## src/rtl/setr_pkg.sv

```systemverilog
package setr_pkg;

    // sample and level widths
    localparam int SAMPLE_BITS = 12;
    localparam int FRAC_BITS   = 16;
    localparam int LEVEL_W     = SAMPLE_BITS + FRAC_BITS;
    localparam int HYST_W      = 7;
    localparam int SPEED_W     = 17;
    localparam int LEN_W       = 16;
    localparam int MODE_W      = 3;
    localparam int REQ_W       = 2;

    // configuration port
    localparam int CFG_IDX_W  = 3;
    localparam int CFG_DATA_W = 17;

    localparam logic [CFG_IDX_W-1:0] CFG_MODE      = 3'd0;
    localparam logic [CFG_IDX_W-1:0] CFG_THRESHOLD = 3'd1;
    localparam logic [CFG_IDX_W-1:0] CFG_SPEED     = 3'd2;
    localparam logic [CFG_IDX_W-1:0] CFG_LENGTH    = 3'd3;
    localparam logic [CFG_IDX_W-1:0] CFG_PRETRIG   = 3'd4;

    // request codes
    localparam logic [REQ_W-1:0] REQ_SAMPLE      = 2'd0;
    localparam logic [REQ_W-1:0] REQ_START       = 2'd1;
    localparam logic [REQ_W-1:0] REQ_REARM       = 2'd2;
    localparam logic [REQ_W-1:0] REQ_REARM_LEVEL = 2'd3;

    // trigger modes
    localparam logic [MODE_W-1:0] MODE_FREE       = 3'd0;
    localparam logic [MODE_W-1:0] MODE_AUTO_RISE  = 3'd1;
    localparam logic [MODE_W-1:0] MODE_AUTO_FALL  = 3'd2;
    localparam logic [MODE_W-1:0] MODE_FIXED_RISE = 3'd3;
    localparam logic [MODE_W-1:0] MODE_FIXED_FALL = 3'd4;

    // reset values
    localparam logic [MODE_W-1:0]      RST_MODE      = MODE_FREE;
    localparam logic [SAMPLE_BITS-1:0] RST_THRESHOLD = 12'd2048;
    localparam logic [SPEED_W-1:0]     RST_SPEED     = 17'd131;
    localparam logic [LEN_W-1:0]       RST_LENGTH    = 16'd128;
    localparam logic [LEN_W-1:0]       RST_PRETRIG   = 16'd64;
    localparam logic [HYST_W-1:0]      RST_HYST      = 7'd51;
    localparam logic [HYST_W-1:0]      HYST_MAX      = 7'd102;

    // unity coefficient in Q1.16
    localparam logic [SPEED_W-1:0] SPEED_ONE = 17'd65536;

    // divide by 40 as multiply by reciprocal: exact for 12-bit thresholds
    localparam int HYST_MUL_W = 12;
    localparam logic [HYST_MUL_W-1:0] HYST_MUL = 12'd3277;
    localparam int HYST_SHIFT = 17;

    // average update product widths
    localparam int DIFF_W  = LEVEL_W + 1;
    localparam int KS_W    = SPEED_W + 1;
    localparam int PROD_W  = DIFF_W + KS_W;
    localparam int STEP_W  = PROD_W - FRAC_BITS;
    localparam int CMPS_W  = SAMPLE_BITS + 2;
    localparam logic [PROD_W-1:0] ROUND_HALF = PROD_W'(32768);

    typedef struct packed {
        logic [REQ_W-1:0]       req_type;
        logic [SAMPLE_BITS-1:0] sample;
    } req_word_t;

    typedef struct packed {
        logic                   capture_done;
        logic                   keep_going;
        logic                   has_fired;
        logic [SAMPLE_BITS-1:0] current_threshold;
    } res_word_t;

endpackage

```

## src/rtl/scope_edge_trigger_auto_level.sv

```systemverilog
// Edge trigger for a 12-bit sample stream with a level that follows an exponential average.
// A start word loads the configuration into working copies, rearm words restart the search,
// and each sample word after the first updates the average, counts pretrigger and
// post-trigger samples and looks for a rise or fall through the hysteresis band. Every request
// word gives exactly one result word. The block takes one word per clock while res_stall is
// low: a word sits in the input register, the average update (one 29 x 18 bit multiply) and
// all compares are combinational on that register, and the result is held in the output
// register that drives res_valid. While a result waits to be taken the input register takes
// at most one more word, after which req_stall follows res_stall. The configuration port
// writes one register at a time; write it only while no word is in flight.
module scope_edge_trigger_auto_level #(
    parameter int COUNT_BITS = 16
) (
    input  logic                          clk,
    input  logic                          rst_n,
    input  logic                          req_valid,
    output logic                          req_stall,
    input  setr_pkg::req_word_t           req_word,
    output logic                          res_valid,
    input  logic                          res_stall,
    output setr_pkg::res_word_t           res_word,
    input  logic                          cfg_wr_en,
    input  logic [setr_pkg::CFG_IDX_W-1:0]  cfg_index,
    input  logic [setr_pkg::CFG_DATA_W-1:0] cfg_data
);
    import setr_pkg::*;

    localparam int CMP_W = (COUNT_BITS > LEN_W) ? COUNT_BITS : LEN_W;
    localparam logic [COUNT_BITS-1:0] CNT_MAX = {COUNT_BITS{1'b1}};

    // configuration registers
    logic [MODE_W-1:0]      mode_cfg_reg;
    logic [SAMPLE_BITS-1:0] thr_cfg_reg;
    logic [SPEED_W-1:0]     speed_cfg_reg;
    logic [LEN_W-1:0]       len_cfg_reg;
    logic [LEN_W-1:0]       pre_cfg_reg;

    // working copies and trigger state
    logic [MODE_W-1:0]      w_mode_reg, w_mode_next;
    logic [SPEED_W-1:0]     w_speed_reg, w_speed_next;
    logic [LEN_W-1:0]       w_len_reg, w_len_next;
    logic [LEN_W-1:0]       w_pre_reg, w_pre_next;
    logic [SAMPLE_BITS-1:0] thr_reg, thr_next;
    logic [LEVEL_W-1:0]     level_reg, level_next;
    logic [HYST_W-1:0]      hyst_reg, hyst_next;
    logic [SAMPLE_BITS-1:0] prev_reg, prev_next;
    logic                   first_reg, first_next;
    logic                   fired_reg, fired_next;
    logic                   armed_reg, armed_next;
    logic [COUNT_BITS-1:0]  cnt_reg, cnt_next;

    // handshake stages
    logic      in_valid_reg;
    req_word_t in_word_reg;
    logic      out_valid_reg;
    res_word_t out_word_reg;
    logic      out_free;
    logic      process;
    logic      done;

    // datapath
    logic [SPEED_W-1:0]           k_sat;
    logic signed [DIFF_W-1:0]     diff;
    logic signed [KS_W-1:0]       k_s;
    logic signed [PROD_W-1:0]     prod;
    logic signed [PROD_W-1:0]     prod_rnd;
    logic signed [STEP_W-1:0]     step;
    logic signed [STEP_W-1:0]     level_sum;
    logic [LEVEL_W-1:0]           level_upd;
    logic [SAMPLE_BITS-1:0]       thr_upd;
    logic                         follows;
    logic                         rise_mode;
    logic                         fall_mode;
    logic [COUNT_BITS-1:0]        cnt_inc;
    logic signed [CMPS_W-1:0]     lo, hi, s_s, p_s;
    logic                         arm_now;
    logic                         armed_mid;
    logic                         fire;
    logic [SAMPLE_BITS+HYST_MUL_W-1:0] hyst_prod;

    // handshake control
    assign out_free  = !out_valid_reg || !res_stall;
    assign process   = in_valid_reg && out_free;
    assign req_stall = in_valid_reg && !out_free;
    assign res_valid = out_valid_reg;
    assign res_word  = out_word_reg;

    // input register
    always_ff @(posedge clk or negedge rst_n)
    begin
        if (!rst_n)
        begin
            in_valid_reg <= 1'b0;
        end
        else if (!req_stall)
        begin
            in_valid_reg <= req_valid;
        end
    end

    always_ff @(posedge clk)
    begin
        if (req_valid && !req_stall)
        begin
            in_word_reg <= req_word;
        end
    end

    // configuration writes
    always_ff @(posedge clk or negedge rst_n)
    begin
        if (!rst_n)
        begin
            mode_cfg_reg  <= RST_MODE;
            thr_cfg_reg   <= RST_THRESHOLD;
            speed_cfg_reg <= RST_SPEED;
            len_cfg_reg   <= RST_LENGTH;
            pre_cfg_reg   <= RST_PRETRIG;
        end
        else if (cfg_wr_en)
        begin
            case (cfg_index)
                CFG_MODE:      mode_cfg_reg  <= cfg_data[MODE_W-1:0];
                CFG_THRESHOLD: thr_cfg_reg   <= cfg_data[SAMPLE_BITS-1:0];
                CFG_SPEED:     speed_cfg_reg <= cfg_data[SPEED_W-1:0];
                CFG_LENGTH:    len_cfg_reg   <= cfg_data[LEN_W-1:0];
                CFG_PRETRIG:   pre_cfg_reg   <= cfg_data[LEN_W-1:0];
                default:       ;
            endcase
        end
    end

    // average update: level + ((x<<16 - level) * k + half) >> 16
    assign k_sat     = (w_speed_reg > SPEED_ONE) ? SPEED_ONE : w_speed_reg;
    assign diff      = $signed({1'b0, in_word_reg.sample, {FRAC_BITS{1'b0}}})
                     - $signed({1'b0, level_reg});
    assign k_s       = $signed({1'b0, k_sat});
    assign prod      = diff * k_s;
    assign prod_rnd  = prod + $signed(ROUND_HALF);
    assign step      = prod_rnd[PROD_W-1:FRAC_BITS];
    assign level_sum = $signed({{(STEP_W-LEVEL_W){1'b0}}, level_reg}) + step;
    assign level_upd = level_sum[LEVEL_W-1:0];

    // mode decode
    assign rise_mode = (w_mode_reg == MODE_AUTO_RISE) || (w_mode_reg == MODE_FIXED_RISE);
    assign fall_mode = (w_mode_reg == MODE_AUTO_FALL) || (w_mode_reg == MODE_FIXED_FALL);
    assign follows   = !(w_mode_reg == MODE_FIXED_RISE) && !(w_mode_reg == MODE_FIXED_FALL);
    assign thr_upd   = follows ? level_upd[LEVEL_W-1:FRAC_BITS] : thr_reg;

    // saturating counter
    assign cnt_inc = (cnt_reg == CNT_MAX) ? cnt_reg : cnt_reg + COUNT_BITS'(1);

    // hysteresis band edges, signed so a low threshold may go below zero
    assign lo  = $signed({2'b00, thr_upd}) - $signed({{(CMPS_W-HYST_W){1'b0}}, hyst_reg});
    assign hi  = $signed({2'b00, thr_upd}) + $signed({{(CMPS_W-HYST_W){1'b0}}, hyst_reg});
    assign s_s = $signed({2'b00, in_word_reg.sample});
    assign p_s = $signed({2'b00, prev_reg});

    // edge search: arm on one crossing, fire on the opposite one; any other mode fires at once
    always_comb
    begin
        arm_now   = 1'b0;
        armed_mid = armed_reg;
        fire      = 1'b0;
        if (rise_mode)
        begin
            arm_now   = !armed_reg && (p_s > lo) && (s_s <= lo);
            armed_mid = armed_reg || arm_now;
            fire      = armed_mid && (p_s < hi) && (s_s >= hi);
        end
        else if (fall_mode)
        begin
            arm_now   = !armed_reg && (p_s < hi) && (s_s >= hi);
            armed_mid = armed_reg || arm_now;
            fire      = armed_mid && (p_s > lo) && (s_s <= lo);
        end
        else
        begin
            fire = 1'b1;
        end
    end

    // threshold / 40 for the hysteresis band
    assign hyst_prod = SAMPLE_BITS'(thr_cfg_reg) * HYST_MUL;

    // next state for one word
    always_comb
    begin
        w_mode_next  = w_mode_reg;
        w_speed_next = w_speed_reg;
        w_len_next   = w_len_reg;
        w_pre_next   = w_pre_reg;
        thr_next     = thr_reg;
        level_next   = level_reg;
        hyst_next    = hyst_reg;
        prev_next    = prev_reg;
        first_next   = first_reg;
        fired_next   = fired_reg;
        armed_next   = armed_reg;
        cnt_next     = cnt_reg;
        done         = 1'b0;
        case (in_word_reg.req_type)
            REQ_SAMPLE:
            begin
                if (first_reg)
                begin
                    first_next = 1'b0;
                    prev_next  = in_word_reg.sample;
                end
                else
                begin
                    level_next = level_upd;
                    thr_next   = thr_upd;
                    if (fired_reg)
                    begin
                        cnt_next = cnt_inc;
                        done     = CMP_W'(cnt_inc) >= CMP_W'(w_len_reg);
                    end
                    else if (CMP_W'(cnt_reg) < CMP_W'(w_pre_reg))
                    begin
                        cnt_next = cnt_inc;
                    end
                    else
                    begin
                        prev_next  = in_word_reg.sample;
                        armed_next = armed_mid && !fire;
                        fired_next = fire;
                    end
                end
            end
            REQ_START:
            begin
                w_mode_next  = mode_cfg_reg;
                w_speed_next = speed_cfg_reg;
                w_len_next   = len_cfg_reg;
                w_pre_next   = pre_cfg_reg;
                thr_next     = thr_cfg_reg;
                hyst_next    = hyst_prod[HYST_SHIFT +: HYST_W];
                level_next   = {thr_cfg_reg, {FRAC_BITS{1'b0}}};
                first_next   = 1'b1;
                fired_next   = 1'b0;
                armed_next   = 1'b0;
                cnt_next     = '0;
                prev_next    = thr_cfg_reg;
            end
            REQ_REARM:
            begin
                fired_next = 1'b0;
                armed_next = 1'b0;
                cnt_next   = '0;
                prev_next  = thr_reg;
            end
            default:
            begin
                first_next = 1'b1;
                level_next = {thr_reg, {FRAC_BITS{1'b0}}};
                fired_next = 1'b0;
                armed_next = 1'b0;
                cnt_next   = '0;
                prev_next  = thr_reg;
            end
        endcase
    end

    // trigger state registers
    always_ff @(posedge clk or negedge rst_n)
    begin
        if (!rst_n)
        begin
            w_mode_reg  <= RST_MODE;
            w_speed_reg <= RST_SPEED;
            w_len_reg   <= RST_LENGTH;
            w_pre_reg   <= RST_PRETRIG;
            thr_reg     <= RST_THRESHOLD;
            level_reg   <= {RST_THRESHOLD, {FRAC_BITS{1'b0}}};
            hyst_reg    <= RST_HYST;
            prev_reg    <= RST_THRESHOLD;
            first_reg   <= 1'b1;
            fired_reg   <= 1'b0;
            armed_reg   <= 1'b0;
            cnt_reg     <= '0;
        end
        else if (process)
        begin
            w_mode_reg  <= w_mode_next;
            w_speed_reg <= w_speed_next;
            w_len_reg   <= w_len_next;
            w_pre_reg   <= w_pre_next;
            thr_reg     <= thr_next;
            level_reg   <= level_next;
            hyst_reg    <= hyst_next;
            prev_reg    <= prev_next;
            first_reg   <= first_next;
            fired_reg   <= fired_next;
            armed_reg   <= armed_next;
            cnt_reg     <= cnt_next;
        end
    end

    // result register
    always_ff @(posedge clk or negedge rst_n)
    begin
        if (!rst_n)
        begin
            out_valid_reg <= 1'b0;
        end
        else if (out_free)
        begin
            out_valid_reg <= in_valid_reg;
        end
    end

    always_ff @(posedge clk)
    begin
        if (process)
        begin
            out_word_reg.capture_done      <= done;
            out_word_reg.keep_going        <= !done;
            out_word_reg.has_fired         <= fired_next;
            out_word_reg.current_threshold <= thr_next;
        end
    end

    // a finished capture must have fired
    a_done_needs_fire: assert property (@(posedge clk) disable iff (!rst_n)
        out_valid_reg && out_word_reg.capture_done |-> out_word_reg.has_fired)
        else $error("capture done without trigger");

    // a start word clears the search and waits for a first sample
    a_start_clears: assert property (@(posedge clk) disable iff (!rst_n)
        process && (in_word_reg.req_type == REQ_START)
        |=> first_reg && !fired_reg && !armed_reg && (cnt_reg == '0))
        else $error("start did not clear trigger state");

    // hysteresis band stays within threshold / 40 of a 12-bit value
    a_hyst_range: assert property (@(posedge clk) disable iff (!rst_n)
        hyst_reg <= HYST_MAX)
        else $error("hysteresis band out of range");

    // never armed and fired at once
    a_arm_fire: assert property (@(posedge clk) disable iff (!rst_n)
        !(armed_reg && fired_reg))
        else $error("armed while fired");

    // a word leaving the input register always lands in the result register
    a_word_moves: assert property (@(posedge clk) disable iff (!rst_n)
        process |=> out_valid_reg)
        else $error("result word lost");

endmodule
```

## config.mk

```make
export PLATFORM = sky130hd
export DESIGN_NAME = scope_edge_trigger_auto_level
export DESIGN_NICKNAME = d
export VERILOG_FILES = /design/src/rtl/setr_pkg.sv /design/src/rtl/scope_edge_trigger_auto_level.sv
export SDC_FILE = /design/constraint.sdc
export NUM_CORES = 2
export LEC_CHECK = 0
export BUFFER_PORTS_ARGS = -buffer_cell sky130_fd_sc_hd__buf_2
export CORE_ASPECT_RATIO = 1.5
export CORE_MARGIN = 2
export CORE_UTILIZATION = 55
export DETAILED_ROUTE_END_ITERATION = 12
export GPL_ROUTABILITY_DRIVEN = 0
export GPL_TIMING_DRIVEN = 0
export PLACE_DENSITY = 0.83
export RECOVER_POWER = 100
export SLEW_MARGIN = 25
export SYNTH_ARGS = -nofsm -noshare
export SYNTH_HDL_FRONTEND = slang
export SYNTH_SLANG_ARGS = --single-unit
```

## constraint.sdc

```tcl
create_clock -name clk -period 18.9 [get_ports clk]
set_input_delay 1.89 -clock clk [delete_from_list [all_inputs] [get_ports clk]]
set_output_delay 1.89 -clock clk [all_outputs]
set_load 0.02 [all_outputs]
```

==> reports/metrics.cfg <==
[cts]
holdBufCountCts=0
post_cts_buffers=0
root_buffer=clkbuf_16
clk-insertion-delay-late_ps=540
clk_pin_slew_worst_paths_ps=70
cts_buffer_depth=3
cts_buffers=20
cts_max_level=1
post_cts_resized=0
numClockSinks=225
tritoncts=built

[layout]
area_delta_synth_final_pct=5.516
final_nets=4433
largest_register_ffs=28
n_fill_cell=4891
postLayoutCellArea_um2=34610
num_antenna_cells=0
drive_gt1_share_pct=6.704

[setup_path]
crit_required_ps=19230
slowest_stage=a2111oi_0
critPathMaxStageDelay_ps=1830
arrival_ps=17780
worstSetupPathType=flip-flop to flip-flop
cpMostUsedCell=fa_1
worstSetupStartpointType=flip-flop
cp_max_fo=10
cp-end-kind=flip-flop

[synthesis]
yosys.area_share.simple_pct=12.62
synth_top_cell_by_area=fa_1
synth_top_family_by_area=adder cells
synthXorXnorAreaFrac_pct=4.078
synthTopCellsByCount=inv_1 (614), fa_1 (496), nor2_1 (414)
synth_cell_types=105
synth.most_common_cell=inv_1
syn-cell-area_um2=32800
syn-instance-count=3471
netlist_top_cells_area=fa_1 (30%), dfrtp_1 (14%), ha_1 (13%)
yosysSeqAreaShare_pct=17.68
yosysWarnings=0
synth_top_area_share_pct=30.27
avgSynthCellArea_um2=9.450
synth_ff_type=dfrtp_1
synthesis.nets=4353
synth-edff-count=29
ys_ff_latch=225
synth_compound_area_share_pct=9.189
synthAdderAreaFrac_pct=43.54
synthArstFlopShare_pct=87.11
synth.area.mux_share_pct=4.192

[routing]
drtIter0Drc=2153
vias=26070
first_pass_iters=10
wl_per_cell_um=21.79
drc=0
via_per_inst=6.005
drt_wl_total_um=94620
postRouteAntennaNets=0

[global_routing]
grt_first_pass_wirelength_um=149900
grt_usage_pct=31.80
grt_overflow=0
met2_usage_pct=54.56
grt_max_degree=82
grt_pass1_vias=27910
antenna_found_initial=0
top_usage_layer=met2
grtUsageMet1_pct=33.75
grtUsageMet3_pct=5.890

[sta]
rsz0062_at_grt=no
timing.setup.tns_ps=0
final.period_utilization_pct=92.32
setup_viol=0
worst-slew-pin-transition_ps=4298
period_needed_ps=17450
max_freq_ghz=0.05731
relSlewSlack_pct=-186.6
final-max-slew-violation-count=208
skew_ps=9.997
hold_viol_final=0

[status]
status=finished with violations
violations=capacitance limit, slew limit

[placed_design]
dpl.hpwl_um=75910
dpl-instance-area_um2=34180
port_buffers=55

[die]
dieArea_um2=61650
io_pins=56
core_area_um2=58920
row_count=109
die_width_um=203.4
die_h_um=303.1
start_util_pct=55.67

[min_path]
hp-class=flip-flop to flip-flop

[job]
cap_violations=5

==> critical path, delay by kind of cell (launching register included) <==
family                   cells  cell delay (ps)
XOR/XNOR                     4             1930
AND/OR/NAND/NOR             18             4170
multiplexers                 1              350
AO/OA/AOI/OAI               11             5450
flip-flops                   1              400
buffers and inverters        6              740
adder cells (fa/ha/maj)      9             4210
==> metrics by stage <==
| step | hold WS [ps] | utilization [%] | cells | setup slack [ps] |
|---|---|---|---|---|
| final | 495.5 | 58.74 | 4342 | 1452 |
| after global routing | 512.0 | 58.74 | 4342 | 1116 |
| after CTS | 500.2 | 59.08 | 4342 | 3040 |
| after detailed placement | 489.7 | 58.02 | 4306 | 3248 |
| after global placement | 473.6 | 57.79 | 4303 | 3447 |
| after floorplan | 457.4 | - | 3471 | 6114 |
==> path summary, 6_finish.rpt <==
| kind | from | endpoint | slack (ps) | cells past startpoint |
|---|---|---|---|---|
| max | level_reg[0]$_DFFE_PN0P_ | res_word[12]$_DFFE_PP_ | 1450 | 49 |
| min | hyst_reg[5]$_DFFE_PN1P_ | hyst_reg[5]$_DFFE_PN1P_ | 500 | 2 |
| max reg2reg | level_reg[0]$_DFFE_PN0P_ | res_word[12]$_DFFE_PP_ | 1450 | 49 |
| min reg2reg | hyst_reg[5]$_DFFE_PN1P_ | hyst_reg[5]$_DFFE_PN1P_ | 500 | 2 |
| max in group asynchronous | rst_n | hyst_reg[3]$_DFFE_PN0P_ | 8750 | 3 |
| min in group asynchronous | rst_n | len_cfg_reg[9]$_DFFE_PN0P_ | 2190 | 1 |
==> layout by cell type (no fill, tap or decap), drive strengths merged, types with 18 or more instances in the layout <==
cell and instances:
mux2 120, xnor2 99, o21a 23, dfstp 19, a21o 47, a21oi 108, a211oi 21, fa 496
clkbuf 160, ha 347, nand2 308, nor3 37, nand3 39, inv 616, nor2b 33, dfrtp 177
buf 45, edfxtp 29, o21ai 100, nor2 414, xor2 52, nand2b 18
==> metal layers <==
| layer | vias up | part of all wire, % |
|---|---|---|
| met5 | - | 0 |
| li1 | 11250 | - |
| met4 | 0 | 11 |
| met2 | 1517 | 49 |
| met1 | 12710 | 32 |
| met3 | 595 | 8.4 |
==> area by class of cell <==
cell class | instances | area, um2 | share of cell area, %
tap | 777 | 972.2 | 2.809
inverter | 616 | 2312 | 6.681
clock buffer | 26 | 523.0 | 1.511
clock inverter | 10 | 102.6 | 0.2964
sequential | 225 | 5799 | 16.76
multi-input combinational | 2509 | 24110 | 69.65
buffer | 121 | 533.0 | 1.540
timing repair buffer | 58 | 261.5 | 0.7556
==> logic make-up after synthesis <==
group           Yosys count
compound gates          447
mux                     122
xor+xnor                151
simple gates            945
fa+ha+maj               844
buf+inv                 737
flops                   225
Power is left out: the tool's default activity adds up to more than one toggle a clock period on the data nets, which glitch-free logic cannot reach.
